<file path="src/rtl/qvd_pkg.sv">
// ----------------------------------------------------------------------------
// qvd_pkg
// Shared types and constants of the quantized vector distance unit.
// ----------------------------------------------------------------------------
package qvd_pkg;

	localparam int QVD_QUEUE_DEPTH = 8;
	localparam int CFG_IDX_W       = 3;

	// load value of the range split step counter after a register write
	localparam logic [1:0]  SPLIT_LOAD = 2'd3;
	// floor(x / 255) = (x * RECIP_255) >> 39 for every 32-bit x
	localparam logic [31:0] RECIP_255  = 32'h8080_8081;
	localparam logic [15:0] CODE_HALF  = 16'd127;

	localparam logic MODE_DOT = 1'b0;
	localparam logic MODE_L2  = 1'b1;

	localparam logic signed [63:0] ACC_MAX = 64'sh7FFF_FFFF_FFFF_FFFF;
	localparam logic signed [63:0] ACC_MIN = 64'sh8000_0000_0000_0000;

	typedef enum logic [CFG_IDX_W-1:0] {
		REG_MODE  = 3'd0,
		REG_MIN   = 3'd1,
		REG_MAX   = 3'd2,
		REG_SCALE = 3'd3,
		REG_QSUM  = 3'd4
	} cfg_reg_t;

	typedef enum logic [2:0] {
		BK_ACC,
		BK_M0,
		BK_M1,
		BK_M2,
		BK_M3,
		BK_SAT
	} bk_state_t;

	// Register values and the derived range split: range = 255 * rng_quo + rng_rem
	typedef struct packed {
		logic               mode;
		logic signed [31:0] min_value;
		logic signed [31:0] dot_scale;
		logic signed [31:0] query_sum;
		logic               rng_pos;
		logic [24:0]        rng_quo;
		logic [7:0]         rng_rem;
		logic               busy;
	} cfg_t;

	// One per-pair term handed from the front part to the back part
	typedef struct packed {
		logic signed [63:0] term;
		logic               last;
		logic               mode;
	} entry_t;

endpackage

</file>
<file path="src/rtl/qvd_cfg.sv">
// ----------------------------------------------------------------------------
// qvd_cfg
// Configuration registers and a reciprocal multiply that splits the
// quantization range into a multiple of 255 and a remainder.
// ----------------------------------------------------------------------------
module qvd_cfg (
	input  logic                           clk,
	input  logic                           arst_n,
	input  logic                           cfg_valid,
	output logic                           cfg_ready,
	input  logic [qvd_pkg::CFG_IDX_W-1:0]  cfg_index,
	input  logic [31:0]                    cfg_data,
	output qvd_pkg::cfg_t                  cfg
);

	logic               mode_q;
	logic signed [31:0] min_q;
	logic signed [31:0] max_q;
	logic signed [31:0] scale_q;
	logic signed [31:0] qsum_q;
	logic [1:0]         cnt_q;
	logic [31:0]        rng_q;
	logic [24:0]        quo_q;
	logic [7:0]         rem_q;
	logic               pos_q;

	logic               wr;
	logic [32:0]        rng;
	logic [63:0]        prod_c;

	assign cfg_ready = 1'b1;
	assign wr        = cfg_valid && cfg_ready;
	assign rng       = {max_q[31], max_q} - {min_q[31], min_q};
	assign prod_c    = 64'(rng_q) * 64'(qvd_pkg::RECIP_255);

	always_ff @(posedge clk or negedge arst_n) begin
		if (!arst_n) begin
			mode_q  <= qvd_pkg::MODE_DOT;
			min_q   <= '0;
			max_q   <= '0;
			scale_q <= '0;
			qsum_q  <= '0;
			cnt_q   <= '0;
			rng_q   <= '0;
			quo_q   <= '0;
			rem_q   <= '0;
			pos_q   <= 1'b0;
		end else if (wr) begin
			case (qvd_pkg::cfg_reg_t'(cfg_index))
				qvd_pkg::REG_MODE:  mode_q  <= cfg_data[0];
				qvd_pkg::REG_MIN:   min_q   <= cfg_data;
				qvd_pkg::REG_MAX:   max_q   <= cfg_data;
				qvd_pkg::REG_SCALE: scale_q <= cfg_data;
				qvd_pkg::REG_QSUM:  qsum_q  <= cfg_data;
				default: ;
			endcase
			// restart the split so it always matches the newest registers
			cnt_q <= qvd_pkg::SPLIT_LOAD;
		end else if (cnt_q == qvd_pkg::SPLIT_LOAD) begin
			pos_q <= !rng[32] && (|rng[31:0]);
			rng_q <= rng[31:0];
			cnt_q <= cnt_q - 2'd1;
		end else if (cnt_q == 2'd2) begin
			quo_q <= prod_c[63:39];
			cnt_q <= cnt_q - 2'd1;
		end else if (cnt_q != '0) begin
			// range + quotient = 256 * quotient + remainder
			rem_q <= rng_q[7:0] + quo_q[7:0];
			cnt_q <= cnt_q - 2'd1;
		end
	end

	assign cfg.mode      = mode_q;
	assign cfg.min_value = min_q;
	assign cfg.dot_scale = scale_q;
	assign cfg.query_sum = qsum_q;
	assign cfg.rng_pos   = pos_q;
	assign cfg.rng_quo   = quo_q;
	assign cfg.rng_rem   = rem_q;
	assign cfg.busy      = cnt_q != '0;

endmodule

</file>
<file path="config.mk">
export PLATFORM = sky130hd
export DESIGN_NAME = qvd_cfg
export DESIGN_NICKNAME = d
export VERILOG_FILES = /design/src/rtl/qvd_pkg.sv /design/src/rtl/qvd_cfg.sv
export SDC_FILE = /design/constraint.sdc
export NUM_CORES = 1
export LEC_CHECK = 0
export ABC_AREA = 0
export ABC_CLOCK_PERIOD_IN_PS = 6800
export BUFFER_PORTS_ARGS = -buffer_cell sky130_fd_sc_hd__buf_2
export CAP_MARGIN = 40
export CELL_PAD_IN_SITES_DETAIL_PLACEMENT = 1
export CELL_PAD_IN_SITES_GLOBAL_PLACEMENT = 2
export CORE_MARGIN = 2
export CORE_UTILIZATION = 39
export CTS_CLUSTER_DIAMETER = 50
export CTS_CLUSTER_SIZE = 40
export DETAILED_ROUTE_END_ITERATION = 6
export PLACE_DENSITY_LB_ADDON = 0.15
export SYNTH_ARGS = -nofsm -noshare
export SYNTH_HDL_FRONTEND = slang
export SYNTH_SLANG_ARGS = --single-unit
</file>
<file path="constraint.sdc">
create_clock -name clk -period 6.8 [get_ports clk]
set_input_delay 0.68 -clock clk [delete_from_list [all_inputs] [get_ports clk]]
set_output_delay 0.68 -clock clk [all_outputs]
set_load 0.05 [all_outputs]
</file>
* Word level (Yosys, flattened, before mapping)
Index checks and enable logic that the tools add are counted.
** Cells by class
- Equal/unequal tests :: 6
- Reductions and logical operators :: 14
- Add/sub/neg operators :: 3
- Bitwise operators :: 3
- Multipliers :: 1
- Muxes and demuxes :: 4
** Operators by type and width (count)
- 32-bit by 32-bit multiplier with 64-bit output, second input constant :: 1
- 32-bit by 32-bit subtractor with 33-bit output :: 1
- 32-bit OR reduction :: 1
- 2-bit AND reduction :: 6
- 8-bit adder :: 1
- 2-bit 2-to-1 mux :: 4
- 3-bit by 2-bit equality test with 1-bit output, second input constant :: 2
- 2-bit equality test, second input constant :: 2
- 4-bit AND reduction :: 1
- 4-bit nonzero test :: 1
- 3-bit by 1-bit equality test with 1-bit output, second input constant :: 1
- 3-bit equality test, second input constant :: 1
- 3-bit zero test :: 1
- 1-bit inverter :: 3
- 3-bit AND reduction :: 1
- 2-bit nonzero test :: 1
- 2-bit by 1-bit subtractor with 2-bit output, second input constant :: 1
- 1-bit logical AND :: 1
- 1-bit zero test :: 1
** Word-level totals
- Register bits :: 197
- Logic and storage cells :: 41

* Logic depth before layout (Yosys ltp)
- Depth after elaboration :: 5
- Mapped depth :: 20

* Worst setup path after synthesis
OpenSTA, ideal clock, no wires.
- Path kind :: reg-to-reg
- From :: reg rng_q[7]
- To :: reg quo_q[15]
- Slack :: 1.834 ns
- Library setup time :: 0.132 ns
- Data arrival time :: 4.834 ns
- Stages on the path, launching flop included :: 20
- Clock period less this slack :: 4.966 ns
- Required time :: 6.668 ns
- Cells stage by stage :: dfrtp_1 > ha_1 > ha_1 > fa_1 > inv_1 > fa_1 > inv_1 > ha_1 > ha_1 > ha_1 > and3_1 > a221oi_1 > o21bai_1 > o2bb2ai_1 > o32ai_1 > nor2_1 > a211oi_2 > o21ai_1 > a211oi_1 > o31ai_1
** Between the ends
- Longest elaborated chain between the ends :: 1
** Ends and longest elaborated chain
- from (decl) :: line qvd_cfg.sv:22 : logic [31:0] rng_q;
- from (signal assigned) :: line qvd_cfg.sv:61 : rng_q <= rng[31:0];
- 32-bit by 32-bit multiplier with 64-bit output :: line qvd_cfg.sv:34 : assign prod_c = 64'(rng_q) * 64'(qvd_pkg::RECIP_255);
- to (signal assigned) :: line qvd_cfg.sv:64 : quo_q <= prod_c[63:39];
- to (decl) :: line qvd_cfg.sv:23 : logic [24:0] quo_q;
No other way between the ends.
A chain may end at the register's enable or synchronous reset.

* Final worst setup path
- From :: reg rng_q[10]
- To :: reg quo_q[15]
The elaborated chain is that of the path after synthesis.

==> impl_metrics.ini <==
[place]
gp_congestion = 0.861
dp.cells = 2155
io_buffers = 169
dp_hpwl_microns = 34800

[critical_path]
crit_path_end_kind = register
r2r_cells = 18
regToRegStartpoint = rng_q[10]
critPathKind = reg -> reg
start_kind = register
worstPathArrival_ps = 6180
r2r-end = quo_q[15]
rrSetupSlack_ps = 1010
critPathRequiredTime_ps = 7190
path_max_fanout = 5

[global_route]
grt.total_usage_pct = 21.9
grt_pass1_wl_microns = 70600
antenna_found_initial = 0
grt_start_max_net_pins = 165
grt_overflow = 0
grt_pass1_vias = 12900

[clock_tree]
ctsResizeCount = 0
clk_pin_slew_ps = 90
cts_setup_buffers = 0
cts_tree = built
cts_hold_buf = 0
clockBufferDepth = 2
htree_levels = 4
clock-sinks = 197
root_buffer = clkbuf_16
clk_latency_ps = 480
numCtsBuffers = 17

[floorplanning]
die-area_sq_um = 41100
fp.dieH_microns = 203
start_util_pct = 39.7
std_cell_rows = 72
coreArea_sq_um = 38800
io_pins = 171
die_w_microns = 203

[layout]
layout_common_cells = ha_1, dfrtp_1, buf_2
final_core_util_pct = 45.0
antenna_cells = 0
final_common_cell = ha_1
layoutNonFillerInstCount = 2187
synthToLayoutAreaGrowth_pct = 13.5
fin_nets = 2050
drive_above_1_share_pct = 20.3

[sta]
worstMarginPinSlew_ps = 954
hold_viol_final = 0
relSlewSlack_pct = 36.4
min_period_ps = 5790
skew_ps = 20.5
min_period_over_period_pct = 85.1
slew_violations = 0
tns_ps = 0
rsz0062_at_grt = false
setup_viol = 0
max_freq_mhz = 173

[synthesis]
syn_avg_cell_area_sq_um = 10.3
synth_cell_types = 69
ys_seq_area_share_pct = 32.0
syn_area_sq_um = 15400
synth-async-reset-ratio_pct = 100
synthCells = 1493
yosysWarnings = 0
synth_edf_count = 0
synth_nets = 1887
synth_ff_type = dfrtp_1
ys_ff_latch = 197

[drt]
drtIter0Drc = 400
vias_per_cell = 5.31
antenna_left = 0
totalWireLength_microns = 42900
wl_per_cell_microns = 19.6
dr_total_vias = 11600
drc = 0
firstDrtPassIters = 4

[status]
status = completed

[job]
cap_viol_max_count = 0

[min_path]
hp-class = in -> async
stage by stage:
step	cell area [sq um]	setup WS, ps	hold WS [ps]
floorplan	15400	1830	384
detailed placement	16900	980	466
finish	17500	1010	99.9
global route	17500	602	98.5
global placement	16900	1020	458
CTS	17500	928	76.8
metal layers:
metal,share of wire [%],global-route usage [%]
met5,0,0
met4,2.7,7.77
met3,3.2,3.35
met2,49,37.6
met1,46,28.0
how the worst max path moves through the flow:
stage | startpoint | endpoint | slack [ps]
final | rng_q[10] | quo_q[15] | 1010
after global routing | rng_q[10] | quo_q[15] | 600
after CTS | rng_q[10] | quo_q[15] | 930
after detailed placement | rng_q[2] | quo_q[15] | 980
after global placement | rng_q[7] | quo_q[15] | 1020
after floorplan | rng_q[7] | quo_q[15] | 1830
critical path, cell delays in order, from the launching register on:
cell and delay (ps):
dfrtp_1 480, ha_1 380, ha_1 340, xor2_1 170, ha_1 310, fa_1 490, fa_1 490, ha_1 320
ha_1 350, nand2_1 80, o21ai_0 180, a31oi_1 100, o2bb2ai_1 280, o32ai_1 130, nor2_1 480, a211oi_2 190
o21ai_1 490, a211oi_1 200, o31ai_1 210
registers in the layout, indices dropped and copies added (netlist names):
name / count
max_q: 32
min_q: 32
qsum_q: 32
rng_q: 32
scale_q: 32
quo_q: 25
rem_q: 8
cnt_q: 2
mode_q: 1
pos_q: 1
logic make-up (layout without fill, tap and decap cells):
family	count (synthesis)	after routing	synth area share, %
compound gates	333	333	13.6
xor+xnor	52	52	2.96
fa+ha+maj	356	356	31.1
buf+inv	153	329	3.84
flops	197	197	32.0
mux	98	98	7.19
other cells	1	1	0.0244
simple gates	303	303	9.34
cells in the mapped netlist, types with 13 or more instances:
cell type / number / area [sq um]
a21o_1: 49 / 368
a21oi_1: 63 / 315
clkbuf_1: 37 / 139
dfrtp_1: 197 / 4930
fa_1: 44 / 881
ha_1: 312 / 3900
inv_1: 111 / 417
mux2_2: 97 / 1090
nand2_1: 139 / 522
nand2b_1: 14 / 87.6
nand3_1: 19 / 95.1
nand4_1: 17 / 106
nor2_1: 45 / 169
nor2b_1: 13 / 81.3
nor3_1: 17 / 85.1
o21ai_0: 124 / 621
xnor2_1: 28 / 245
xor2_1: 24 / 210
cell type report:
cell class / instances / area, sq um
clock buffer: 19 / 443
clock inverter: 13 / 140
fill: 4348 / 21300
inverter: 111 / 417
multi-input combinational: 1143 / 9900
sequential: 197 / 4930
tap: 518 / 648
timing repair buffer: 186 / 1000
Power is not shown: default switching activity piles up to over one toggle a cycle in this logic, so the estimate is an artifact.
