--- config.mk ---
export PLATFORM = sky130hd
export DESIGN_NAME = qvd_front
export DESIGN_NICKNAME = d
export VERILOG_FILES = /design/src/rtl/qvd_pkg.sv /design/src/rtl/qvd_front.sv
export SDC_FILE = /design/constraint.sdc
export NUM_CORES = 2
export LEC_CHECK = 0
export BUFFER_PORTS_ARGS = -buffer_cell sky130_fd_sc_hd__buf_2
export CORE_AREA = 3 3 293 295
export CTS_CLUSTER_SIZE = 28
export DETAILED_ROUTE_END_ITERATION = 10
export DIE_AREA = 0 0 296 298
export GPL_ROUTABILITY_DRIVEN = 0
export PLACE_DENSITY = 0.88
export SYNTH_ARGS = -nofsm -noshare
export SYNTH_HDL_FRONTEND = slang
export SYNTH_SLANG_ARGS = --single-unit
--- constraint.sdc ---
create_clock -name clk -period 10.9 [get_ports clk]
set_clock_uncertainty 0.15 [all_clocks]
set_input_delay 1.09 -clock clk [delete_from_list [all_inputs] [get_ports clk]]
set_output_delay 1.09 -clock clk [all_outputs]
set_load 0.005 [all_outputs]
--- src/rtl/qvd_pkg.sv ---
// ----------------------------------------------------------------------------
// qvd_pkg
// Shared types and constants of the quantized vector distance unit.
// ----------------------------------------------------------------------------
package qvd_pkg;

	localparam int QVD_QUEUE_DEPTH = 8;
	localparam int CFG_IDX_W       = 3;

	// load value of the range split step counter after a register write
	localparam logic [1:0]  SPLIT_LOAD = 2'd3;
	// floor(x / 255) = (x * RECIP_255) >> 39 for every 32-bit x
	localparam logic [31:0] RECIP_255  = 32'h8080_8081;
	localparam logic [15:0] CODE_HALF  = 16'd127;

	localparam logic MODE_DOT = 1'b0;
	localparam logic MODE_L2  = 1'b1;

	localparam logic signed [63:0] ACC_MAX = 64'sh7FFF_FFFF_FFFF_FFFF;
	localparam logic signed [63:0] ACC_MIN = 64'sh8000_0000_0000_0000;

	typedef enum logic [CFG_IDX_W-1:0] {
		REG_MODE  = 3'd0,
		REG_MIN   = 3'd1,
		REG_MAX   = 3'd2,
		REG_SCALE = 3'd3,
		REG_QSUM  = 3'd4
	} cfg_reg_t;

	typedef enum logic [2:0] {
		BK_ACC,
		BK_M0,
		BK_M1,
		BK_M2,
		BK_M3,
		BK_SAT
	} bk_state_t;

	// Register values and the derived range split: range = 255 * rng_quo + rng_rem
	typedef struct packed {
		logic               mode;
		logic signed [31:0] min_value;
		logic signed [31:0] dot_scale;
		logic signed [31:0] query_sum;
		logic               rng_pos;
		logic [24:0]        rng_quo;
		logic [7:0]         rng_rem;
		logic               busy;
	} cfg_t;

	// One per-pair term handed from the front part to the back part
	typedef struct packed {
		logic signed [63:0] term;
		logic               last;
		logic               mode;
	} entry_t;

endpackage

--- src/rtl/qvd_front.sv ---
// ----------------------------------------------------------------------------
// qvd_front
// Accepts element pairs and turns each into its accumulator term in a
// four-stage pipeline: dot product or dequantized squared difference.
// ----------------------------------------------------------------------------
module qvd_front #(
	parameter int Depth = qvd_pkg::QVD_QUEUE_DEPTH
) (
	input  logic                          clk,
	input  logic                          arst_n,
	input  logic                          s_axis_tvalid,
	output logic                          s_axis_tready,
	input  logic [23:0]                   s_axis_tdata,
	input  logic                          s_axis_tlast,
	input  qvd_pkg::cfg_t                 cfg,
	input  logic [$clog2(Depth+1)-1:0]    q_count,
	output logic                          push,
	output qvd_pkg::entry_t               push_entry
);

	localparam int OCC_W = $clog2(Depth + 5);

	logic v_s1, v_s2, v_s3, v_s4;

	logic [15:0]        q_s1, q_s2;
	logic [7:0]         code_s1;
	logic               last_s1, last_s2, last_s3;
	logic               mode_s1, mode_s2, mode_s3;
	logic signed [24:0] dot_s2, dot_s3;
	logic [32:0]        off_s2;
	logic [31:0]        mag_s3;
	logic               big_s3;
	qvd_pkg::entry_t    entry_s4;

	logic [OCC_W-1:0]   occ;
	logic               accept;
	logic signed [24:0] dot_c;
	logic [31:0]        coarse_c;
	logic [15:0]        small_c;
	logic [15:0]        fine_sum_c;
	logic [32:0]        off_c;
	logic [34:0]        d_c;
	logic [34:0]        mag_c;
	logic [63:0]        sq_c;
	logic signed [63:0] term_c;

	// reserve a queue slot for every item in flight
	assign occ = OCC_W'(q_count) + OCC_W'(v_s1) + OCC_W'(v_s2) + OCC_W'(v_s3)
		+ OCC_W'(v_s4);
	assign s_axis_tready = !cfg.busy && (occ < OCC_W'(Depth));
	assign accept        = s_axis_tvalid && s_axis_tready;

	// floor((code*range + 127) / 255) = code*quo + floor((code*rem + 127) / 255)
	assign dot_c      = $signed(q_s1) * $signed({1'b0, code_s1});
	assign coarse_c   = 32'(code_s1) * 32'(cfg.rng_quo);
	assign small_c    = 16'(code_s1) * 16'(cfg.rng_rem) + qvd_pkg::CODE_HALF;
	assign fine_sum_c = small_c + 16'd1 + (small_c >> 8);
	assign off_c      = cfg.rng_pos ? 33'(coarse_c) + 33'(fine_sum_c[15:8]) : '0;

	assign d_c   = {{11{q_s2[15]}}, q_s2, 8'h00} - {{3{cfg.min_value[31]}}, cfg.min_value}
		- {2'b00, off_s2};
	assign mag_c = d_c[34] ? 35'(-d_c) : d_c;

	assign sq_c = 64'(mag_s3) * 64'(mag_s3);

	always_comb begin
		if (mode_s3 == qvd_pkg::MODE_L2) begin
			if (big_s3 || sq_c[63]) begin
				term_c = qvd_pkg::ACC_MAX;
			end else begin
				term_c = $signed(sq_c);
			end
		end else begin
			term_c = {{39{dot_s3[24]}}, dot_s3};
		end
	end

	always_ff @(posedge clk or negedge arst_n) begin
		if (!arst_n) begin
			v_s1 <= 1'b0;
			v_s2 <= 1'b0;
			v_s3 <= 1'b0;
			v_s4 <= 1'b0;
		end else begin
			v_s1 <= accept;
			v_s2 <= v_s1;
			v_s3 <= v_s2;
			v_s4 <= v_s3;
		end
	end

	always_ff @(posedge clk) begin
		q_s1    <= s_axis_tdata[15:0];
		code_s1 <= s_axis_tdata[23:16];
		last_s1 <= s_axis_tlast;
		mode_s1 <= cfg.mode;

		q_s2    <= q_s1;
		dot_s2  <= dot_c;
		off_s2  <= off_c;
		last_s2 <= last_s1;
		mode_s2 <= mode_s1;

		mag_s3  <= mag_c[31:0];
		big_s3  <= |mag_c[34:32];
		dot_s3  <= dot_s2;
		last_s3 <= last_s2;
		mode_s3 <= mode_s2;

		entry_s4.term <= term_c;
		entry_s4.last <= last_s3;
		entry_s4.mode <= mode_s3;
	end

	assign push       = v_s4;
	assign push_entry = entry_s4;

endmodule

## Word level (Yosys, flattened, before mapping)

Cells that the tools add are included.

- Add/subtract/negate cells: 11
- $mul: 4
- $lt $le $gt $ge: 1
- Muxes and demuxes: 3
- Reductions and logical operators: 5

Operators with widths:

| operator | number |
|---|---|
| $mux W64 | 2 |
| $mul A32 B32 Y64 | 1 |
| $mux W35 | 1 |
| $neg A35 Y35 | 1 |
| $sub A33 B34 Y35 | 1 |
| $add A32 B8 Y33 | 1 |
| $sub A24 B32 Y33 | 1 |
| $mul A8 B25 Y32 | 1 |
| $mul A16 B9 Y25 | 1 |
| $add A16 B1 Y16 const B | 1 |
| $add A16 B7 Y16 const B | 1 |
| $add A16 B8 Y16 | 1 |
| $add A4 B1 Y4 | 4 |
| $mul A8 B8 Y16 | 1 |
| $lt A4 B4 Y1 const B | 1 |
| $reduce_or A3 Y1 | 1 |
| $logic_and A1 B1 Y1 | 2 |
| $logic_not A1 Y1 | 1 |
| $logic_or A1 B1 Y1 | 1 |

- Bits in registers: 232
- Input bits: 164
- Output and inout port bits: 68
- Logic and storage cells: 45

## Longest topological paths before layout

- Depth after elaboration: 7
- Gate-level depth with buffers: 39

## Worst setup path after synthesis

OpenSTA, ideal clock, no wires.

- Path kind: input to register
- Start: in cfg[1] in the netlist's numbering
- End: reg off_s2[30]
- Arrival time: 8.872 ns
- Setup slack: 1.755 ns
- Stages: 35
- Path buffers: 1
- Path through: nand2_1 > fa_1 > inv_1 > fa_1 > fa_1 > inv_1 > fa_1 > inv_1 > ha_1 > o21a_1 > a21oi_1 > o21bai_1 > a21oi_1 > xnor2_1 > ha_1 > or3_1 > o221ai_1 > o21ai_0 > a311oi_1 > o31ai_1 > a21oi_1 > xnor2_1 > ha_1 > fa_1 > a21o_1 > a21oi_1 > o21ba_2 > o211ai_1 > nor2b_1 > nand4b_1 > or3_1 > or3_1 > clkbuf_1 > nor3_1 > mux2_1

- Cells in the longest elaborated chain, start to end: 5

RTL lines:

| item | line | RTL |
|---|---|---|
| start, declared | qvd_front.sv:15 | `input qvd_pkg::cfg_t cfg,` |
| $mul A8 B8 Y16 (*) | qvd_front.sv:56 | `assign small_c = 16'(code_s1) * 16'(cfg.rng_rem) + qvd_pkg::CODE_HALF;` |
| $add A16 B7 Y16 (*) | qvd_front.sv:56 |  |
| $add A16 B1 Y16 | qvd_front.sv:57 | `assign fine_sum_c = small_c + 16'd1 + (small_c >> 8);` |
| $add A16 B8 Y16 (*) | qvd_front.sv:57 |  |
| $add A32 B8 Y33 (*) | qvd_front.sv:58 | `assign off_c = cfg.rng_pos ? 33'(coarse_c) + 33'(fine_sum_c[15:8]) : '0;` |
| end signal, assigned | qvd_front.sv:100 | `off_s2 <= off_c;` |
| end, declared | qvd_front.sv:30 | `logic [32:0] off_s2;` |

Every way passes the cells marked *; elsewhere a longest branch is shown, timed or not.
A chain may end at the register's enable or synchronous reset.

## Worst setup path after layout

- Start: reg code_s1[5]
- End: reg off_s2[30]

- Cells in the longest elaborated chain, start to end: 5

RTL lines:

| item | line | RTL |
|---|---|---|
| start, declared | qvd_front.sv:26 | `logic [7:0] code_s1;` |
| start signal, assigned | qvd_front.sv:94 | `code_s1 <= s_axis_tdata[23:16];` |
| $mul A8 B8 Y16 | qvd_front.sv:56 |  |
| $add A16 B7 Y16 | qvd_front.sv:56 |  |
| $add A16 B1 Y16 | qvd_front.sv:57 |  |
| $add A16 B8 Y16 | qvd_front.sv:57 |  |
| $add A32 B8 Y33 (*) | qvd_front.sv:58 |  |

Marks and branches as above.

==> results.md <==
- Post-synth cell types: 84
- Remaining DRCs: 0
- Synthesized instance count: 5782
- GR Overflow Total: 0
- Wire length per cell: 19.4 µm
- Slew Limit Fails: 0
- Seq cells post-synth: 232
- Max-Slew Margin vs Limit: 0.206
- Ports: 232
- Commonest non-fill, non-tap cells in the layout: inv_1, fa_1, nand2_1
- GRT Total Usage: 0.317
- Fin crit period: 10.04 ns
- Fmax achieved: 0.0996 GHz
- 1st-iter DRT viols: 3658
- RSZ-0062 raised after global routing: false
- Worst Hold Class: input port to asynchronous set/reset pin
- Avg Inst Size Synth: 9.08 µm²
- Root Driver: clkbuf_16
- Nets: 7594
- Total CTS buffers: 26
- Setup CP Type: flip-flop to flip-flop
- Crit Path Max Fanout: 31
- Post-route setup TNS: 0 ns
- Seq/Total Area, Yosys: 0.0888
- Crit-path max cell delay: 0.83 ns
- Hold Violations, Final: 0
- Most common cell after layout, fill and taps aside: inv_1
- Vias in the first global route: 44.1k
- Global-route wire length before repair: 222000 µm
- DP Cell Count: 6897
- Initial antenna violation count: 12
- Clk Latency, worst-skew pair: 0.60 ns
- Clock buffer depth: 3
- Post-cts repair resize count: 0
- Final std cells w/o fill: 6951
- Tcrit/Tclk final: 0.921
- DP HPWL: 110000 µm
- Port Buffers: 167
- Worst-margin pin slew: 1.19 ns
- Async SR Flop Fraction: 0.0172
- EDFF count, synth: 0
- Drt first pass iters: 6
- Worst R2R Setup Slack: 0.86 ns
- Pin count of the biggest net entering global routing: 53
- Via count: 40.3k
- Max Cap Viol: 0
- CP max stage cell: dfxtp_1
- CTS tree: done
- Most frequent cell on the critical path: fa_1
- Row count: 106
- CORE AREA: 83400 µm²
- Post-Syn Area: 52500 µm²
- Critical path arrival: 10.33 ns
- Final WL: 135000 µm
- Critical Path RT: 11.19 ns
- CP Capture Type: flip-flop
- Clock slew seen by the registers of the worst setup and hold paths: 0.07 ns
- Layout cells sized above 1: 0.0563
- Synth Warn #: 0
- Syn_nets: 7531
- Most used flip-flop cell after synthesis: dfxtp_1
- DR vias/cell: 5.80
- Number of routed nets with antenna violations: 0
- Initial Util: 0.629
- Clock sinks: 232
- H-tree depth: 1
- P&R area growth vs syn: 5.35%
- Area of the die: 88200 µm²
- Finish-stage setup viols: 0
- Setup Fix Bufs, Post-CTS: 0
- CP Launch Type: flip-flop
- Status: completed
- Hold-fix buffers, CTS: 0
- Die X: 296 µm
- Die Y: 298 µm
## synth_stat cells, types with 50 or more instances
| master | number | share of area |
|---|---|---|
| xor2_1 | 76 | 0.013 |
| xnor2_1 | 143 | 0.024 |
| nand3_1 | 50 | 0.0048 |
| a21oi_1 | 175 | 0.017 |
| and2_1 | 413 | 0.049 |
| nand2_1 | 572 | 0.041 |
| nor3_1 | 56 | 0.0053 |
| dfxtp_1 | 228 | 0.087 |
| fa_1 | 1108 | 0.42 |
| a21o_1 | 90 | 0.013 |
| ha_1 | 477 | 0.11 |
| inv_1 | 1401 | 0.10 |
| o21ai_0 | 111 | 0.011 |
| clkbuf_1 | 189 | 0.014 |
| nor2_1 | 191 | 0.014 |
## cell families (layout without fill, tap and decap cells)
group                    after synthesis  count (layout)  share of synthesized area
XOR/XNOR                             219             219                     0.0365
AND/OR/NAND/NOR                     1495            1495                      0.141
flip-flops                           232             232                     0.0888
multiplexers                          13              13                    0.00257
other                                  0               8                          0
buffers and inverters               1600            1681                      0.115
AO/OA/AOI/OAI                        638             638                     0.0800
adder cells (fa/ha/maj)             1585            1585                      0.536
## per-stage QoR
step	utilization	area (µm²)	hold slack, ns	worst slack, ns
2_1_floorplan	-	52500	0.160	1.75
3_3_place_gp	0.652	54400	0.160	0.977
3_5_place_dp	0.652	54400	0.162	0.735
4_1_cts	0.663	55300	0.145	0.955
5_1_grt	0.663	55300	0.151	0.200
6_report	0.663	55300	0.161	0.863
## state kept, by name (all words and copies together) (netlist names), 8 cells and up
| register | count |
|---|---|
| mag_s3 | 32 |
| q_s2 | 16 |
| dot_s3 | 25 |
| code_s1 | 8 |
| push_entry | 66 |
| off_s2 | 33 |
| dot_s2 | 25 |
| q_s1 | 16 |
## routing by layer
| layer | global-route usage | vias to the layer above | routed length (µm) |
|---|---|---|---|
| met4 | 0.181 | 12 | 9680 |
| met2 | 0.529 | 2201 | 64000 |
| met3 | 0.0709 | 656 | 14400 |
| li1 | - | 17700 | - |
| met5 | 0 | - | 123 |
| met1 | 0.377 | 19700 | 46700 |
## final timing paths
kind                                 start            end  depth (start not counted)
worst max-delay path            code_s1[5]     off_s2[30]                         34
worst min-delay path                arst_n           v_s3                          1
worst max register to register  code_s1[5]     off_s2[30]                         34
worst min register to register     last_s3  push_entry[1]                          0
max in group asynchronous           arst_n           push                          1
min in group clk                   last_s3  push_entry[1]                          0
## layout make-up
class	count	area (µm²)
Antenna cell	8	20.0
Timing Repair Buffer	231	1320
Tap cell	1080	1350
Fill cell	5882	28100
Sequential cell	232	4670
Inverter	1404	5270
Clock buffer	33	708
Clock inverter	13	150
Multi-Input combinational cell	3950	41800
## critical path, delay by kind of cell, from the launching register on
| family | cells | cell delay (ns) |
|---|---|---|
| compound gates | 10 | 1.88 |
| xor+xnor | 2 | 0.30 |
| fa+ha+maj | 8 | 2.93 |
| buf+inv | 4 | 0.61 |
| flops | 1 | 0.83 |
| mux | 1 | 0.36 |
| simple gates | 9 | 2.83 |
Power is left out: the tool's default activity adds up to more than one toggle a clock period on the data nets, which glitch-free logic cannot reach.
