$ cat config.mk
export PLATFORM = sky130hd
export DESIGN_NAME = qvd_back
export DESIGN_NICKNAME = d
export VERILOG_FILES = /design/src/rtl/qvd_pkg.sv /design/src/rtl/qvd_back.sv
export SDC_FILE = /design/constraint.sdc
export NUM_CORES = 2
export LEC_CHECK = 0
export CORE_MARGIN = 10
export CORE_UTILIZATION = 65
export CTS_CLUSTER_SIZE = 24
export DETAILED_ROUTE_END_ITERATION = 10
export DONT_BUFFER_PORTS = 1
export HOLD_SLACK_MARGIN = 0.1
export PLACE_DENSITY = 0.81
export SLEW_MARGIN = 20
export SYNTH_ARGS = -nofsm -noshare
export SYNTH_HDL_FRONTEND = slang
export SYNTH_SLANG_ARGS = --single-unit
$ cat constraint.sdc
create_clock -name clk -period 29.7 [get_ports clk]
set_input_delay 2.97 -clock clk [delete_from_list [all_inputs] [get_ports clk]]
set_output_delay 2.97 -clock clk [all_outputs]
set_load 0.01 [all_outputs]
$ cat src/rtl/qvd_pkg.sv
// ----------------------------------------------------------------------------
// qvd_pkg
// Shared types and constants of the quantized vector distance unit.
// ----------------------------------------------------------------------------
package qvd_pkg;

	localparam int QVD_QUEUE_DEPTH = 8;
	localparam int CFG_IDX_W       = 3;

	// load value of the range split step counter after a register write
	localparam logic [1:0]  SPLIT_LOAD = 2'd3;
	// floor(x / 255) = (x * RECIP_255) >> 39 for every 32-bit x
	localparam logic [31:0] RECIP_255  = 32'h8080_8081;
	localparam logic [15:0] CODE_HALF  = 16'd127;

	localparam logic MODE_DOT = 1'b0;
	localparam logic MODE_L2  = 1'b1;

	localparam logic signed [63:0] ACC_MAX = 64'sh7FFF_FFFF_FFFF_FFFF;
	localparam logic signed [63:0] ACC_MIN = 64'sh8000_0000_0000_0000;

	typedef enum logic [CFG_IDX_W-1:0] {
		REG_MODE  = 3'd0,
		REG_MIN   = 3'd1,
		REG_MAX   = 3'd2,
		REG_SCALE = 3'd3,
		REG_QSUM  = 3'd4
	} cfg_reg_t;

	typedef enum logic [2:0] {
		BK_ACC,
		BK_M0,
		BK_M1,
		BK_M2,
		BK_M3,
		BK_SAT
	} bk_state_t;

	// Register values and the derived range split: range = 255 * rng_quo + rng_rem
	typedef struct packed {
		logic               mode;
		logic signed [31:0] min_value;
		logic signed [31:0] dot_scale;
		logic signed [31:0] query_sum;
		logic               rng_pos;
		logic [24:0]        rng_quo;
		logic [7:0]         rng_rem;
		logic               busy;
	} cfg_t;

	// One per-pair term handed from the front part to the back part
	typedef struct packed {
		logic signed [63:0] term;
		logic               last;
		logic               mode;
	} entry_t;

endpackage

$ cat src/rtl/qvd_back.sv
// ----------------------------------------------------------------------------
// qvd_back
// Saturating accumulator and final stage. Dot results run through a shared
// 33x32 multiplier in three products and saturate to Q31.32.
// ----------------------------------------------------------------------------
module qvd_back (
	input  logic             clk,
	input  logic             arst_n,
	input  logic             head_valid,
	input  qvd_pkg::entry_t  head,
	output logic             pop,
	input  qvd_pkg::cfg_t    cfg,
	output logic             m_axis_tvalid,
	input  logic             m_axis_tready,
	output logic [63:0]      m_axis_tdata
);

	qvd_pkg::bk_state_t state_q, state_d;

	logic signed [63:0] acc_q;
	logic signed [64:0] prod_q;
	logic signed [95:0] wide_q;
	logic               out_valid_q;
	logic [63:0]        out_data_q;

	logic [64:0]        sum_c;
	logic signed [63:0] acc_next;
	logic               out_free;
	logic               ld_acc, clr_acc, ld_out_l2, ld_out_dot;
	logic signed [32:0] a_op;
	logic signed [31:0] b_op;
	logic               in_rng;
	logic [63:0]        sat_c;

	assign sum_c = {acc_q[63], acc_q} + {head.term[63], head.term};
	always_comb begin
		if (sum_c[64] != sum_c[63]) begin
			acc_next = sum_c[64] ? qvd_pkg::ACC_MIN : qvd_pkg::ACC_MAX;
		end else begin
			acc_next = $signed(sum_c[63:0]);
		end
	end

	assign out_free = !out_valid_q || m_axis_tready;

	always_comb begin
		state_d    = state_q;
		pop        = 1'b0;
		ld_acc     = 1'b0;
		clr_acc    = 1'b0;
		ld_out_l2  = 1'b0;
		ld_out_dot = 1'b0;
		case (state_q)
			qvd_pkg::BK_ACC: begin
				if (head_valid) begin
					if (!head.last) begin
						pop    = 1'b1;
						ld_acc = 1'b1;
					end else if (head.mode == qvd_pkg::MODE_L2) begin
						if (out_free) begin
							pop       = 1'b1;
							ld_out_l2 = 1'b1;
							clr_acc   = 1'b1;
						end
					end else begin
						pop     = 1'b1;
						ld_acc  = 1'b1;
						state_d = qvd_pkg::BK_M0;
					end
				end
			end
			qvd_pkg::BK_M0: state_d = qvd_pkg::BK_M1;
			qvd_pkg::BK_M1: state_d = qvd_pkg::BK_M2;
			qvd_pkg::BK_M2: state_d = qvd_pkg::BK_M3;
			qvd_pkg::BK_M3: state_d = qvd_pkg::BK_SAT;
			qvd_pkg::BK_SAT: begin
				// hold the finished value until the output register frees up
				if (out_free) begin
					ld_out_dot = 1'b1;
					clr_acc    = 1'b1;
					state_d    = qvd_pkg::BK_ACC;
				end
			end
			default: state_d = qvd_pkg::BK_ACC;
		endcase
	end

	always_ff @(posedge clk or negedge arst_n) begin
		if (!arst_n) begin
			state_q <= qvd_pkg::BK_ACC;
		end else begin
			state_q <= state_d;
		end
	end

	// acc * scale = acc_hi * scale * 2^32 + acc_lo * scale, then + query_sum * min
	always_comb begin
		case (state_q)
			qvd_pkg::BK_M0: begin
				a_op = $signed({1'b0, acc_q[31:0]});
				b_op = cfg.dot_scale;
			end
			qvd_pkg::BK_M1: begin
				a_op = {acc_q[63], acc_q[63:32]};
				b_op = cfg.dot_scale;
			end
			default: begin
				a_op = {cfg.query_sum[31], cfg.query_sum};
				b_op = cfg.min_value;
			end
		endcase
	end

	assign in_rng = (&wide_q[95:55]) || !(|wide_q[95:55]);
	assign sat_c  = in_rng ? {wide_q[55:0], 8'h00}
		: (wide_q[95] ? qvd_pkg::ACC_MIN : qvd_pkg::ACC_MAX);

	always_ff @(posedge clk) begin
		prod_q <= a_op * b_op;
		case (state_q)
			qvd_pkg::BK_M1: wide_q <= {{31{prod_q[64]}}, prod_q};
			qvd_pkg::BK_M2: wide_q <= wide_q + $signed({prod_q[63:0], 32'h0});
			qvd_pkg::BK_M3: wide_q <= wide_q + $signed({{31{prod_q[64]}}, prod_q});
			default: ;
		endcase
		if (ld_out_l2) begin
			out_data_q <= acc_next;
		end else if (ld_out_dot) begin
			out_data_q <= sat_c;
		end
	end

	always_ff @(posedge clk or negedge arst_n) begin
		if (!arst_n) begin
			acc_q       <= '0;
			out_valid_q <= 1'b0;
		end else begin
			if (clr_acc) begin
				acc_q <= '0;
			end else if (ld_acc) begin
				acc_q <= acc_next;
			end
			if (ld_out_l2 || ld_out_dot) begin
				out_valid_q <= 1'b1;
			end else if (m_axis_tready) begin
				out_valid_q <= 1'b0;
			end
		end
	end

	assign m_axis_tvalid = out_valid_q;
	assign m_axis_tdata  = out_data_q;

endmodule

-- Yosys cells after proc, flatten, opt, wreduce, memory -nomap -nowiden
Cells that the tools add are included.
- add/sub/neg operators: 3
- multipliers: 1
- eq/ne operators: 10
- mux-type cells: 33
- reduce and logical (&&, ||, !) cells: 14
- operators by type and width (operator ; count):
    64-bit 2-to-1 mux ; 8
    96-bit case mux with 3 select lines ; 1
    96-bit by 65-bit adder with 96-bit output ; 1
    96-bit adder ; 1
    33-bit case mux with 2 select lines ; 1
    64-bit by 64-bit adder with 65-bit output ; 1
    33-bit by 32-bit multiplier with 65-bit output ; 1
    41-bit AND reduction ; 1
    41-bit OR reduction ; 1
    32-bit 2-to-1 mux ; 1
    3-bit case mux with 6 select lines ; 1
    1-bit 2-to-1 mux ; 16
    3-bit 2-to-1 mux ; 4
    2-bit inequality test (second input constant) ; 4
    3-bit by 2-bit equality test with 1-bit output (second input constant) ; 2
    3-bit equality test (second input constant) ; 2
    2-bit nonzero test ; 3
    4-bit AND reduction ; 1
    3-bit by 1-bit equality test with 1-bit output (second input constant) ; 1
    3-bit zero test ; 1
    1-bit logical OR ; 3
    3-bit nonzero test ; 1
    1-bit zero test ; 2
    1-bit case mux with 2 select lines ; 1
    2 further kinds ; 2
- register bits after elaboration: 293
- bits of input ports: 202
- output and inout bits: 66
- logic and storage cells: 67

-- Longest topological paths before layout
- depth in word-level cells: 9
- depth in mapped cells: 39
- gate-level depth less buffers: 35

-- Worst setup path before layout
OpenSTA, ideal clock, no wires.
- path kind: input to register
- start: input port cfg[61] (netlist name)
- end: register prod_q[57]
- setup time: 72 ps
- data arrival time: 10662 ps
- path slack: 18966 ps
- stages on the path: 28
- buffers on the path: 1
- path through: and2_1 -> a221oi_1 -> clkbuf_1 -> nor2_1 -> fa_1 -> fa_1 -> inv_1 -> fa_1 -> fa_1 -> inv_1 -> fa_1 -> fa_1 -> fa_1 -> inv_1 -> fa_1 -> inv_1 -> ha_1 -> and3_1 -> nand4_1 -> nor4_1 -> o21ai_0 -> a21boi_0 -> a21boi_0 -> o31a_1 -> o31ai_1 -> a21oi_1 -> o21bai_1 -> xnor2_1
- word-level cells in the longest chain between the ends: 2
- RTL lines (item ; line ; text):
    start, declared ; qvd_back.sv:12 ; input qvd_pkg::cfg_t cfg,
    33-bit case mux with 2 select lines ; qvd_back.sv:98 ; case (state_q)
    33-bit by 32-bit multiplier with 65-bit output ; qvd_back.sv:119 ; prod_q <= a_op * b_op;
    end signal, assigned ; qvd_back.sv:119 ;
    end, declared ; qvd_back.sv:21 ; logic signed [64:0] prod_q;
No other way between the ends.
A chain may end at the register's enable or synchronous reset.

-- Worst setup path after layout
- start: input port cfg[56] (netlist name)
- end: register prod_q[57]
Same word-level chain as after synthesis.

==> reports/metrics.cfg <==
[status]
status=finished clean

[placement]
gp_congestion=1.037
dp_cells=7935
dp_hpwl_um=173100
portBuffers=0

[worst_setup_path]
cp_max_fo=14
critPathRequiredTime_ns=30.24
arrival_ns=12.03
worstSetupPathType=input pin to flop
cp-start-kind=input pin
end_kind=flop

[sta]
min_period_ns=11.49
finalSetupViolations=0
rsz0062_at_grt=false
max_freq_mhz=87.01
tns_ns=0
relSlewSlack=0.1808
timing.final.max_slew_violations=0
finalHoldViolations=0
period_share=0.3870
tightestPinTransition_ns=1.224
finClkSkew_ns=0.02481
holdWs_ns=0.5669

[synth]
synth_cells=6904
syn_area_per_cell_um2=8.835
synthArstFlopShare=0.2321
synth_area_mm2=0.06100
synth-edff-count=160
synth_nets=8631
yosysWarnings=0
yosysSeqAreaShare=0.1280
synth.distinct_cells=103
synthFlopType=edfxtp_1
synth-seq-cells=293

[layout]
area_growth_pct=4.308
regArea_mm2=0.007807
fin_cells=8003
final.fill_count=7390
multi_input_area_mm2=0.04834
nNetsFinal=8441
most-common-layout-cells=1,115 x fa_1, 1,060 x inv_1, 782 x nand2_1, 750 x nor2_1, 482 x a21oi_1
layout-drive-gt1-share=0.04467
final_common_cell=fa_1

[clocking]
clk_latency_ns=0.63
post-cts-setup-buffers=0
path_clk_slew_ns=0.07
cts_made_buffers=31
hold_buffers=0
cts_root_buf=clkbuf_16
cts_sinks=293
ctsResizeCount=0
cts_tree=built
cts_max_level=1
clock_path_buffers=3

[grt]
grt_use_met1=0.5087
overflow=0
antenna_found_initial=16
grt_max_degree=69
grt_use_met2=0.6116
track_usage=0.4092
grt_pass1_vias=53562
grt_pass1_wl_um=330300
use_met3=0.1284
top_usage_layer=met2

[run]
max_cap_violations=0

[die]
die_h_um=326.3
io_pins=268
die_w_um=326.3
core_mm2=0.09319
rows=112
initial_core_util=0.6545
die_area_mm2=0.1065

[drt]
drt_iter0_drc=5805
drcViolationCount=0
drtAntennaViolNets=0
viasPerCell=6.608
dr.pass1.iters=8
drt-total-wl_um=220700
num_vias=52884
wire_per_inst_um=27.58

[hold_path]
hp-class=flop to flop

## final timing paths
path / from / endpoint / slack [ns] / depth (start not counted)
max in group asynchronous: arst_n / acc_q[14]$_DFFE_PN0P_ / 27.54 / 0
min in group asynchronous: arst_n / acc_q[4]$_DFFE_PN0P_ / 2.03 / 0
worst min-delay path: acc_q[12]$_DFFE_PN0P_ / acc_q[12]$_DFFE_PN0P_ / 0.57 / 2
worst min register to register: acc_q[12]$_DFFE_PN0P_ / acc_q[12]$_DFFE_PN0P_ / 0.57 / 2
worst max register to register: state_q[2]$_DFFE_PN0P_ / prod_q[57]$_DFF_P_ / 18.28 / 33
worst max-delay path: cfg[56] / prod_q[57]$_DFF_P_ / 18.21 / 25
## metrics by stage
stage / worst slack [ns] / cell area [µm²] / utilization
6_report: 18.21 / 63620 / 0.6827
3_5_place_dp: 17.81 / 62510 / 0.6708
4_1_cts: 18.42 / 63590 / 0.6824
2_1_floorplan: 18.97 / 61000 / -
5_1_grt: 17.84 / 63600 / 0.6825
3_3_place_gp: 17.83 / 62510 / 0.6708
## state kept, by name, indices dropped and copies added, names as in the netlist
register,flops
acc_q,64
m_axis_tdata,64
m_axis_tvalid,1
prod_q,65
state_q,3
wide_q,96
## metal layers
| metal | wire, µm | part of all wire |
|---|---|---|
| met1 | 77070 | 0.35 |
| met2 | 94520 | 0.43 |
| met3 | 29630 | 0.13 |
| met4 | 19370 | 0.088 |
| met5 | 154 | 0.00070 |
## critical path: stages
cell and delay, ns:
and2_1 0.24, a221o_1 0.98, nand2_1 0.19, fa_1 0.62
fa_1 0.43, fa_1 0.51, fa_1 0.55, inv_1 0.05
fa_1 0.50, fa_1 0.57, fa_1 0.44, fa_1 0.46
ha_1 0.44, nand3_1 0.14, nor2_1 0.11, o21ai_0 0.13
a31oi_1 0.54, o21ai_0 0.31, a21boi_0 0.34, a21boi_0 0.23
o31a_1 0.40, o31ai_1 0.43, a21oi_1 0.12, o21bai_1 0.17
xnor2_1 0.15
## synthesized netlist by cell type, types with 13 or more instances
cell type / number / area (µm²)
edfxtp_1: 160 / 4805
a221oi_1: 38 / 332.8
a21o_1: 194 / 1456
nand2b_1: 39 / 244.0
o21a_1: 32 / 240.2
and2_1: 46 / 287.8
xnor2_1: 164 / 1436
mux2i_1: 38 / 380.4
nor3_1: 37 / 185.2
a22oi_1: 30 / 225.2
buf_2: 19 / 95.09
a221o_1: 46 / 460.4
a21boi_0: 17 / 127.6
nor2b_1: 29 / 181.4
fa_1: 1115 / 22320
nor4_1: 20 / 125.1
or3_1: 15 / 93.84
nand2_1: 784 / 2943
ha_1: 410 / 5130
o21ai_0: 255 / 1276
a21oi_1: 484 / 2422
o211ai_1: 24 / 180.2
o21ai_1: 18 / 90.09
o221ai_1: 22 / 192.7
a31oi_1: 39 / 244.0
nor2_1: 756 / 2838
clkbuf_1: 296 / 1111
and4_1: 13 / 113.9
o31ai_1: 20 / 150.1
nand4_1: 85 / 531.8
and3_1: 26 / 162.7
nand3_1: 64 / 320.3
xor2_1: 107 / 937.2
dfrtp_1: 68 / 1702
inv_1: 1059 / 3975
mux2_2: 28 / 315.3
buf_1: 13 / 48.80
a211oi_1: 42 / 315.3
o21bai_1: 54 / 405.4
dfxtp_1: 65 / 1301
## kinds of logic after synthesis
family / Yosys count / share of synthesized area
compound gates: 1409 / 0.1492
mux: 66 / 0.01141
fa+ha+maj: 1525 / 0.4501
buf+inv: 1392 / 0.08632
xor+xnor: 271 / 0.03891
flops: 293 / 0.1280
simple gates: 1948 / 0.1361
## cell type report
cell class	instances	share of cell area
diodes	10	0.0003933
clock buffers	39	0.01465
clock inverters	19	0.002380
inverters	1060	0.06254
multi-input cells	5219	0.7598
flip-flops and latches	293	0.1227
well taps	1254	0.02466
repair buffers	109	0.01286
Power is left out: the tool's default activity adds up to more than one toggle a clock period on the data nets, which glitch-free logic cannot reach.
