**src/rtl/qvd_pkg.sv**
```systemverilog
// ----------------------------------------------------------------------------
// qvd_pkg
// Shared types and constants of the quantized vector distance unit.
// ----------------------------------------------------------------------------
package qvd_pkg;

	localparam int QVD_QUEUE_DEPTH = 8;
	localparam int CFG_IDX_W       = 3;

	// load value of the range split step counter after a register write
	localparam logic [1:0]  SPLIT_LOAD = 2'd3;
	// floor(x / 255) = (x * RECIP_255) >> 39 for every 32-bit x
	localparam logic [31:0] RECIP_255  = 32'h8080_8081;
	localparam logic [15:0] CODE_HALF  = 16'd127;

	localparam logic MODE_DOT = 1'b0;
	localparam logic MODE_L2  = 1'b1;

	localparam logic signed [63:0] ACC_MAX = 64'sh7FFF_FFFF_FFFF_FFFF;
	localparam logic signed [63:0] ACC_MIN = 64'sh8000_0000_0000_0000;

	typedef enum logic [CFG_IDX_W-1:0] {
		REG_MODE  = 3'd0,
		REG_MIN   = 3'd1,
		REG_MAX   = 3'd2,
		REG_SCALE = 3'd3,
		REG_QSUM  = 3'd4
	} cfg_reg_t;

	typedef enum logic [2:0] {
		BK_ACC,
		BK_M0,
		BK_M1,
		BK_M2,
		BK_M3,
		BK_SAT
	} bk_state_t;

	// Register values and the derived range split: range = 255 * rng_quo + rng_rem
	typedef struct packed {
		logic               mode;
		logic signed [31:0] min_value;
		logic signed [31:0] dot_scale;
		logic signed [31:0] query_sum;
		logic               rng_pos;
		logic [24:0]        rng_quo;
		logic [7:0]         rng_rem;
		logic               busy;
	} cfg_t;

	// One per-pair term handed from the front part to the back part
	typedef struct packed {
		logic signed [63:0] term;
		logic               last;
		logic               mode;
	} entry_t;

endpackage

```
**src/rtl/qvd_queue.sv**
```systemverilog
// ----------------------------------------------------------------------------
// qvd_queue
// Short FIFO of terms between the front and back parts.
// ----------------------------------------------------------------------------
module qvd_queue #(
	parameter int Depth = qvd_pkg::QVD_QUEUE_DEPTH
) (
	input  logic                          clk,
	input  logic                          arst_n,
	input  logic                          push,
	input  qvd_pkg::entry_t               push_entry,
	input  logic                          pop,
	output logic                          head_valid,
	output qvd_pkg::entry_t               head,
	output logic [$clog2(Depth+1)-1:0]    count
);

	localparam int AW = $clog2(Depth);
	localparam int CW = $clog2(Depth + 1);

	qvd_pkg::entry_t slots [Depth];
	logic [AW-1:0]   wr_ptr_q;
	logic [AW-1:0]   rd_ptr_q;
	logic [CW-1:0]   count_q;

	always_ff @(posedge clk) begin
		if (push) begin
			slots[wr_ptr_q] <= push_entry;
		end
	end

	always_ff @(posedge clk or negedge arst_n) begin
		if (!arst_n) begin
			wr_ptr_q <= '0;
			rd_ptr_q <= '0;
			count_q  <= '0;
		end else begin
			if (push) begin
				wr_ptr_q <= (wr_ptr_q == AW'(Depth - 1)) ? '0 : wr_ptr_q + 1'b1;
			end
			if (pop) begin
				rd_ptr_q <= (rd_ptr_q == AW'(Depth - 1)) ? '0 : rd_ptr_q + 1'b1;
			end
			count_q <= count_q + CW'(push) - CW'(pop);
		end
	end

	assign head_valid = count_q != '0;
	assign head       = slots[rd_ptr_q];
	assign count      = count_q;

endmodule

```
**config.mk**
```make
export PLATFORM = sky130hd
export DESIGN_NAME = qvd_queue
export DESIGN_NICKNAME = d
export VERILOG_FILES = /design/src/rtl/qvd_pkg.sv /design/src/rtl/qvd_queue.sv
export SDC_FILE = /design/constraint.sdc
export NUM_CORES = 1
export LEC_CHECK = 0
export ABC_AREA = 0
export ABC_CLOCK_PERIOD_IN_PS = 5670
export BUFFER_PORTS_ARGS = -buffer_cell sky130_fd_sc_hd__buf_2
export CAP_MARGIN = 20
export CORE_MARGIN = 3
export CORE_UTILIZATION = 30
export CTS_CLUSTER_DIAMETER = 60
export CTS_CLUSTER_SIZE = 8
export DETAILED_ROUTE_END_ITERATION = 10
export GPL_ROUTABILITY_DRIVEN = 0
export SLEW_MARGIN = 20
export SYNTH_ARGS = -nofsm -noshare
export SYNTH_HDL_FRONTEND = slang
export SYNTH_SLANG_ARGS = --single-unit
```
**constraint.sdc**
```tcl
create_clock -name clk -period 5.67 [get_ports clk]
set_input_delay 0.2835 -clock clk [delete_from_list [all_inputs] [get_ports clk]]
set_output_delay 0.2835 -clock clk [all_outputs]
set_load 0.03 [all_outputs]
```
# Word level (Yosys, flattened, before mapping)

Memory sizes are Yosys's and may differ from the RTL's.
Index checks and enable logic that the tools add are counted.

Add/subtract/negate cells: 4
Eq/ne operators: 2
Muxes and demuxes: 4
Reduce and logical (&&, ||, !) cells: 1

Operator list:

| kind                  | number |
|---|---|
| $add A3 B1 Y3 const B | 2 |
| $eq A3 B3 Y1 const B  | 2 |
| $mux W3               | 2 |
| $add A4 B1 Y4         | 1 |
| $reduce_bool A4 Y1    | 1 |
| $sub A4 B1 Y4         | 1 |
| $mux W1               | 2 |

Register bits after elaboration: 10
Bits in writable memories: 528
Output and inout bits: 71
Memories kept: 1

Memory list:

| memory | depth | width | read ports | clocked after Yosys merged registers in | write ports | RTL line        | RTL |
|---|---|---|---|---|---|---|---|
| slots  | 8     | 66    | 1          | 0                                       | 1           | qvd_queue.sv:21 | `qvd_pkg::entry_t slots [Depth];` |

# Longest topological paths before layout

Gate-level depths: netlist (run 1).

Depth after elaboration: 2
Gate-level depth with buffers: 7
Mapped depth without buffers: 7

# Worst setup path before layout (run 1)

Ideal clock, no wire load.

Path type: register -> register
Start: register wr_ptr_q[2]
End: memory slots[0][0] (netlist bit) (enable)
Setup time: 0.571 ns
Data arrival time: 5.059 ns
Data required time: 5.099 ns
Path slack: 0.040 ns
Cell stages (with the launch flop): 3
Buffers on the path: 0
Path through: dfrtp_1 -> nand2b_1 -> nor3_1

RTL lines:

| item                   | RTL line        | RTL |
|---|---|---|
| start, declared        | qvd_queue.sv:22 | `logic [AW-1:0] wr_ptr_q;` |
| start signal, assigned | qvd_queue.sv:39 | `wr_ptr_q <= (wr_ptr_q == AW'(Depth - 1)) ? '0 : wr_ptr_q + 1'b1;` |
| end, declared          | qvd_queue.sv:21 |  |

Straight into the memory's write port.

==> summary.md, run 1 <==
| Metric | Value |
|---|---|
| Max cap viols | `0` |
| First-pass GRT wire length | `67.69 mm` |
| Iter 0 DRT Violations | `606` |
| Clock Path Buffers | `3` |
| Fraction of layout cells with a size suffix above 1 | `32.32%` |
| Worst Hold Class | `input port to asynchronous set/reset pin` |
| Slew HR | `32.31%` |
| Final Util | `37.70%` |
| Synth warn | `0` |
| Final #Nets | `1,307` |
| Worst Hold Slack | `0.08781 ns` |
| DR pass1 iterations | `5` |
| Worst slew pin tran | `1.015 ns` |
| Power, Total | `13.67 mW` |
| CTS tree | `built` |
| Worst-Skew Late Latency | `0.58 ns` |
| Post-synth top flop | `edfxtp_1` |
| Finish-stage setup viols | `0` |
| Critical-path maximum fanout | `34` |
| H-tree depth | `3` |
| I/O pin total | `141` |
| Antenna violations before repair | `1` |
| Antenna Violating Nets Remaining | `0` |
| Fin Setup TNS | `0 ns` |
| Period utilization | `56.21%` |
| Yosys cell types | `22` |
| Area growth, synth to finish | `23.00%` |
| VDD IR max | `0.0004501 V` |
| Clock transition at path regs | `0.05 ns` |
| Min Clock Period, post-route | `3.187 ns` |
| Slew Viols, Final | `0` |
| Crit end category | `output pin` |
| Initial Utilization | `30.65%` |
| Gr ovfl total | `0` |
| Root Buffer | `clkbuf_16` |
| Number of gates resized after cts | `0` |
| Sequential fraction of the synthesis area | `78.94%` |
| Vias | `9,774` |
| Largest net degree at the start of global routing | `65` |
| Via-to-Cell Ratio | `4.628` |
| Startpoint types | `flop` |
| Fmax | `0.3137 GHz` |
| Leading post-synthesis cells by cell area | `edfxtp_1 78%, mux4_2 15%, nand2_1 3.7%` |
| CP arrival | `2.90 ns` |
| Top post-synthesis cells by count | `528 x edfxtp_1, 201 x nand2_1, 132 x mux4_2, 16 x buf_2, 16 x clkbuf_1` |
| Num CTS Buffers | `80` |
| Cell Area, Synth | `20,400 um^2` |
| CORE AREA | `66,570 um^2` |
| Post-synth top area cell | `edfxtp_1` |
| Final hold violation count | `0` |
| Row count | `94` |
| Number of flops mapped to enable cells by yosys | `528` |
| Type of the worst setup path | `flop to output pin` |
| Synthesized Nets | `1,038` |
| Clock skew | `0.01647 ns` |
| Mapped Cells | `958` |
| DIE WIDTH | `266.8 um` |
| WP data required | `5.39 ns` |
| Chip height | `266.8 um` |
| Pwr dens | `544.6 nW/um^2` |
| GRT Util Overall | `12.87%` |
| Vias in the first global route | `10,840` |
| Clk sinks | `538` |
| Die Area | `71,170 um^2` |
| Port Buffers | `140` |
| RSZ-0062 raised after global routing | `false` |
| Mean area per synthesized cell | `21.30 um^2` |
| Synth top area share | `77.71%` |
| Lkg Pwr | `8.563 nW` |
| Count leader, synth | `edfxtp_1` |
| Post-synth ARST share | `1.859%` |
| Seq cells post-synth | `538` |
| Post-DP HPWL | `24.19 mm` |
| DRC violations left | `0` |
| Post-Route WL | `44.83 mm` |
| DR WL/cell | `21.23 um` |
| Run status | `complete, no violations` |
## worst max-delay path: stages (launching register included)
cell and delay (ns):
dfrtp_4 0.66, inv_2 0.70, buf_4 0.50, nand2_1 0.10
nand2_1 0.10, buf_2 0.20
## cell families after synthesis
family | share of synthesized area (%)
buf+inv | 1.368
compound gates | 0.1104
simple gates | 4.054
flops | 78.94
fa+ha+maj | 0.6501
mux | 14.79
xor+xnor | 0.08587
## layout make-up
class,instances,area (um^2)
Clock inverter,11,93.84
Multi-Input combinational cell,368,4073
Timing Repair Buffer,231,1582
Fill cell,6127,41470
Sequential cell,538,16120
Clock buffer,91,2117
Inverter,8,30.03
Tap cell,864,1081
Antenna cell,1,2.502
## per-stage QoR
step | cells | setup slack [ns] | area, um^2
4_1_cts | 2111 | 2.335 | 25090
3_3_place_gp | 1940 | 3.008 | 22190
5_1_grt | 2111 | 2.207 | 25090
3_5_place_dp | 1940 | 2.990 | 22190
2_1_floorplan | 958 | 0.03989 | 20400
6_report | 2112 | 2.483 | 25100
## layer usage
metal,vias to the layer above,wire length (um),GRT usage (%)
met5,-,0,0
met4,0,879,3.660
met3,66,2076,3.014
met2,221,23180,22.58
met1,5130,18690,15.91
li1,4357,-,-
## sequential cells by signal, summed over array words and instances, names as in the netlist
| signal | cells |
|---|---|
| rd_ptr_q | 3 |
| slots | 528 |
| count | 4 |
| wr_ptr_q | 3 |
## cells in the final DEF (no fill, tap or decap), drive strengths merged
| cell type | synthesis | layout |
|---|---|---|
| clkinv | 0 | 5 |
| a21o | 1 | 1 |
| o21ai | 2 | 2 |
| nor3 | 2 | 2 |
| ha | 9 | 9 |
| a21oi | 1 | 1 |
| mux2 | 4 | 4 |
| bufinv | 0 | 1 |
| clkbuf | 16 | 91 |
| diode | 0 | 1 |
| buf | 28 | 162 |
| dfrtp | 10 | 10 |
| nand2b | 2 | 2 |
| fa | 1 | 1 |
| edfxtp | 528 | 528 |
| nor2 | 8 | 8 |
| inv | 8 | 11 |
| mux4 | 132 | 132 |
| dlygate4sd3 | 0 | 69 |
| nand2 | 201 | 201 |
| nand3b | 2 | 2 |
| nand3 | 1 | 1 |
| xor2 | 2 | 2 |
| clkinvlp | 0 | 2 |
## power breakdown
group / internal (mW) / switching (mW)
Sequential: 5.00 / 0.197
Clock: 2.64 / 1.57
Combinational: 1.58 / 2.69
Total: 9.21 / 4.45
## path summary, 6_finish.rpt
kind                                 from           end  slack [ns]  depth (start not counted)
min in group clk           push_entry[48]  slots[3][48]        0.50                          2
max reg2reg                   wr_ptr_q[2]  slots[2][36]        3.24                          4
min                                arst_n   rd_ptr_q[1]        0.09                          2
max                           rd_ptr_q[1]      head[11]        2.48                          5
max in group asynchronous          arst_n   rd_ptr_q[0]        5.36                          2
min reg2reg                   wr_ptr_q[2]   wr_ptr_q[2]        0.57                          1
## repair_timing
| item | CTS | global route |
|---|---|---|
| buffers inserted | 0 | 0 |
| hold buffers | 69 | 0 |
| endpoints found under the hold margin | 545 | 0 |
Power figures use the tool's default switching activity.
==> run 2: changes to the inputs <==
Settings changed: ABC_CLOCK_PERIOD_IN_PS 5670 to 3250.
Clock period 5.67 ns to 3.25 ns, I/O delays scaled along.
==> run 2 against run 1 <==
Effect of this change: first-iteration DRC count is 18% higher; register-to-register slack got worse by 2.0 ns; die area stayed put; global-route usage grew 0.31 points; critical endpoint is now head[40]; clock power grew 72%.
==> summary.md, run 2 (synthesis gave the netlist of run 1 again) <==
| Metric | Value |
|---|---|
| Row count | `94 (unchanged)` |
| Worst Hold Class | `input port to flop (was input port to asynchronous set/reset pin)` |
| Path depth of the worst reg2reg path | `3 (was 4)` |
| GRT Util Overall | `13.18% (was 12.87%)` |
| Root Buffer | `clkbuf_16 (unchanged)` |
| Die Area | `71,170 um^2 (unchanged)` |
| Chip height | `266.8 um (unchanged)` |
| Max reg flops | `528 (unchanged)` |
| Layout filler cell count | `6,051 (was 6,127)` |
| Critical-path maximum fanout | `23 (was 34)` |
| CP arrival | `2.67 ns (was 2.90 ns)` |
| Crit end category | `output pin (unchanged)` |
| Lkg Pwr | `8.629 nW (was 8.563 nW)` |
| Worst Hold Path Cells | `2` |
| Type of the worst setup path | `flop to output pin (unchanged)` |
| Fin cells | `2,121 (was 2,112)` |
| Footprint of the multi-input gates | `4085 um^2 (was 4073 um^2)` |
| DRC violations left | `0 (unchanged)` |
| Worst-Skew Late Latency | `0.60 ns (was 0.58 ns)` |
| Pre-CTS setup slack | `0.9368 ns (was 2.990 ns)` |
| Number of gates resized after cts | `0 (unchanged)` |
| Iter 0 DRT Violations | `718 (was 606)` |
| Placed Cells | `1,950 (was 1,940)` |
| Clock transition at path regs | `0.05 ns (about the same)` |
| Sequential cell area | `16,120 um^2 (unchanged)` |
| Num CTS Buffers | `79 (was 80)` |
| Port Buffers | `140 (unchanged)` |
| Via-to-Cell Ratio | `4.699 (was 4.628)` |
| Slew Viols, Final | `0 (unchanged)` |
| Antenna Violating Nets Remaining | `0 (unchanged)` |
| Gr ovfl total | `0 (unchanged)` |
| Post-Route WL | `46.11 mm (was 44.83 mm)` |
| Run status | `complete, no violations (unchanged)` |
| Final hold violation count | `0 (unchanged)` |
| Initial Utilization | `30.65% (unchanged)` |
| Max cap viols | `0 (unchanged)` |
| First-pass GRT wire length | `69.47 mm (was 67.69 mm)` |
| Setup Buffers After CTS | `0 (unchanged)` |
| Most flops, register | `slots (unchanged)` |
| CP Cell Sequence | `buf_4, mux4_2, nand2_1, nand2_1, buf_2 (was inv_2, buf_4, nand2_1, nand2_1, buf_2)` |
| Power, Total | `24.06 mW (was 13.67 mW)` |
| Final #Nets | `1,317 (was 1,307)` |
| Most frequent cells in the layout | `528 x edfxtp_1, 201 x nand2_1, 140 x buf_2, 132 x mux4_2, 79 x clkbuf_16 (was 528 x edfxtp_1, 201 x nand2_1, 140 x buf_2, 132 x mux4_2, 83 x clkbuf_16)` |
| VDD IR max | `0.0006883 V (was 0.0004501 V)` |
| Finish-stage setup viols | `0 (unchanged)` |
| Min Clock Period, post-route | `2.834 ns` |
| Worst slew pin tran | `0.8818 ns (was 1.015 ns)` |
| Fmax | `0.3529 GHz` |
| Critical-path cell with the highest stage delay | `dfrtp_4 (was inv_2)` |
| Area growth, synth to finish | `23.74% (was 23.00%)` |
| WP data required | `3.09 ns (was 5.39 ns)` |
| Worst setup path startpoint | `rd_ptr_q[0] (was rd_ptr_q[1])` |
| H-tree depth | `3 (unchanged)` |
| I/O pin total | `141 (unchanged)` |
| Most common cell after layout, fill and taps aside | `edfxtp_1 (unchanged)` |
| Pwr dens | `953.2 nW/um^2 (was 544.6 nW/um^2)` |
| Period utilization | `87.20%` |
| Worst hold start | `push_entry[52]` |
| Clock Path Buffers | `3 (unchanged)` |
| Largest net degree at the start of global routing | `49 (was 65)` |
| DR pass1 iterations | `5 (unchanged)` |
| Vias in the first global route | `10,950 (was 10,840)` |
| Post-DP HPWL | `25.08 mm (was 24.19 mm)` |
| Antenna violations before repair | `3 (was 1)` |
| Vias | `9,966 (was 9,774)` |
| DIE WIDTH | `266.8 um (unchanged)` |
| Max stage delay on crit path | `0.79 ns (was 0.70 ns)` |
| Clk sinks | `538 (unchanged)` |
| Slew HR | `41.22% (was 32.31%)` |
| R2r startpoint | `wr_ptr_q[2] (unchanged)` |
| Clock skew | `0.02172 ns (was 0.01647 ns)` |
| Setup ws final | `0.4160 ns (was 2.483 ns)` |
| RSZ-0062 raised after global routing | `false (unchanged)` |
| Startpoint types | `flop (unchanged)` |
| CTS tree | `built (unchanged)` |
| DR WL/cell | `21.74 um (was 21.23 um)` |
| Fraction of layout cells with a size suffix above 1 | `32.75% (was 32.32%)` |
| Cell mode on critical path | `nand2_1 (unchanged)` |
| CORE AREA | `66,570 um^2 (unchanged)` |
==> run 2: through the flow <==
step           hold WS, ns  TNS, ns  instance area [um^2]  util (%)
6_report            0.3855        0                 25250     37.92
4_1_cts             0.3325        0                 25240     37.92
3_5_place_dp       0.05560        0                 22370     33.60
2_1_floorplan      -0.1331  -203.73                 20420         -
5_1_grt             0.3681        0                 25240     37.92
3_3_place_gp       0.05140        0                 22370     33.60
==> run 2: repair_timing <==
| action | CTS | global route |
|---|---|---|
| hold endpoints to repair | 545 | 0 |
| hold buffers | 70 | 0 |
| endpoints found under the setup margin | 0 | 0 |
==> run 2: power by group <==
part	total [mW]	internal, mW	switching, mW
Clock	7.24	4.49	2.76
Sequential	9.16	8.72	0.440
Combinational	7.66	2.91	4.75
==> run 2: final timing paths <==
kind / end / slack, ns
setup / recovery: head[40] / 0.42
hold / removal: slots[0][52] / 0.39
setup reg to reg: slots[2][40] / 1.21
hold reg to reg: wr_ptr_q[2] / 0.57
max in group asynchronous: rd_ptr_q[0] / 2.17
min in group asynchronous: wr_ptr_q[1] / 0.65
==> run 2: layout make-up <==
| cell class | instances | share of cell area, % |
|---|---|---|
| clock inverter | 13 | 0.6691 |
| tap | 864 | 4.282 |
| multi-input combinational | 368 | 16.18 |
| clock buffer | 86 | 7.935 |
| antenna | 2 | 0.01982 |
| inverter | 8 | 0.1239 |
| timing repair buffer | 242 | 6.948 |
| sequential | 538 | 63.84 |
==> run 2: layer usage <==
layer / wire (um) / share of wire, % / up-vias / global-route usage [%]
li1: - / - / 4386 / -
met1: 19930 / 43 / 5279 / 17.25
met2: 23030 / 50 / 240 / 21.97
met3: 2326 / 5.0 / 61 / 2.802
met4: 823 / 1.8 / 0 / 4.342
met5: 0 / 0 / - / 0
==> run 2: worst max-delay path, delay by kind of cell (launching register included) <==
kind	cells	cell delay (ns)
muxes	1	0.53
and+or+nand+nor	2	0.17
buffers and inverters	2	0.57
DFF	1	0.79
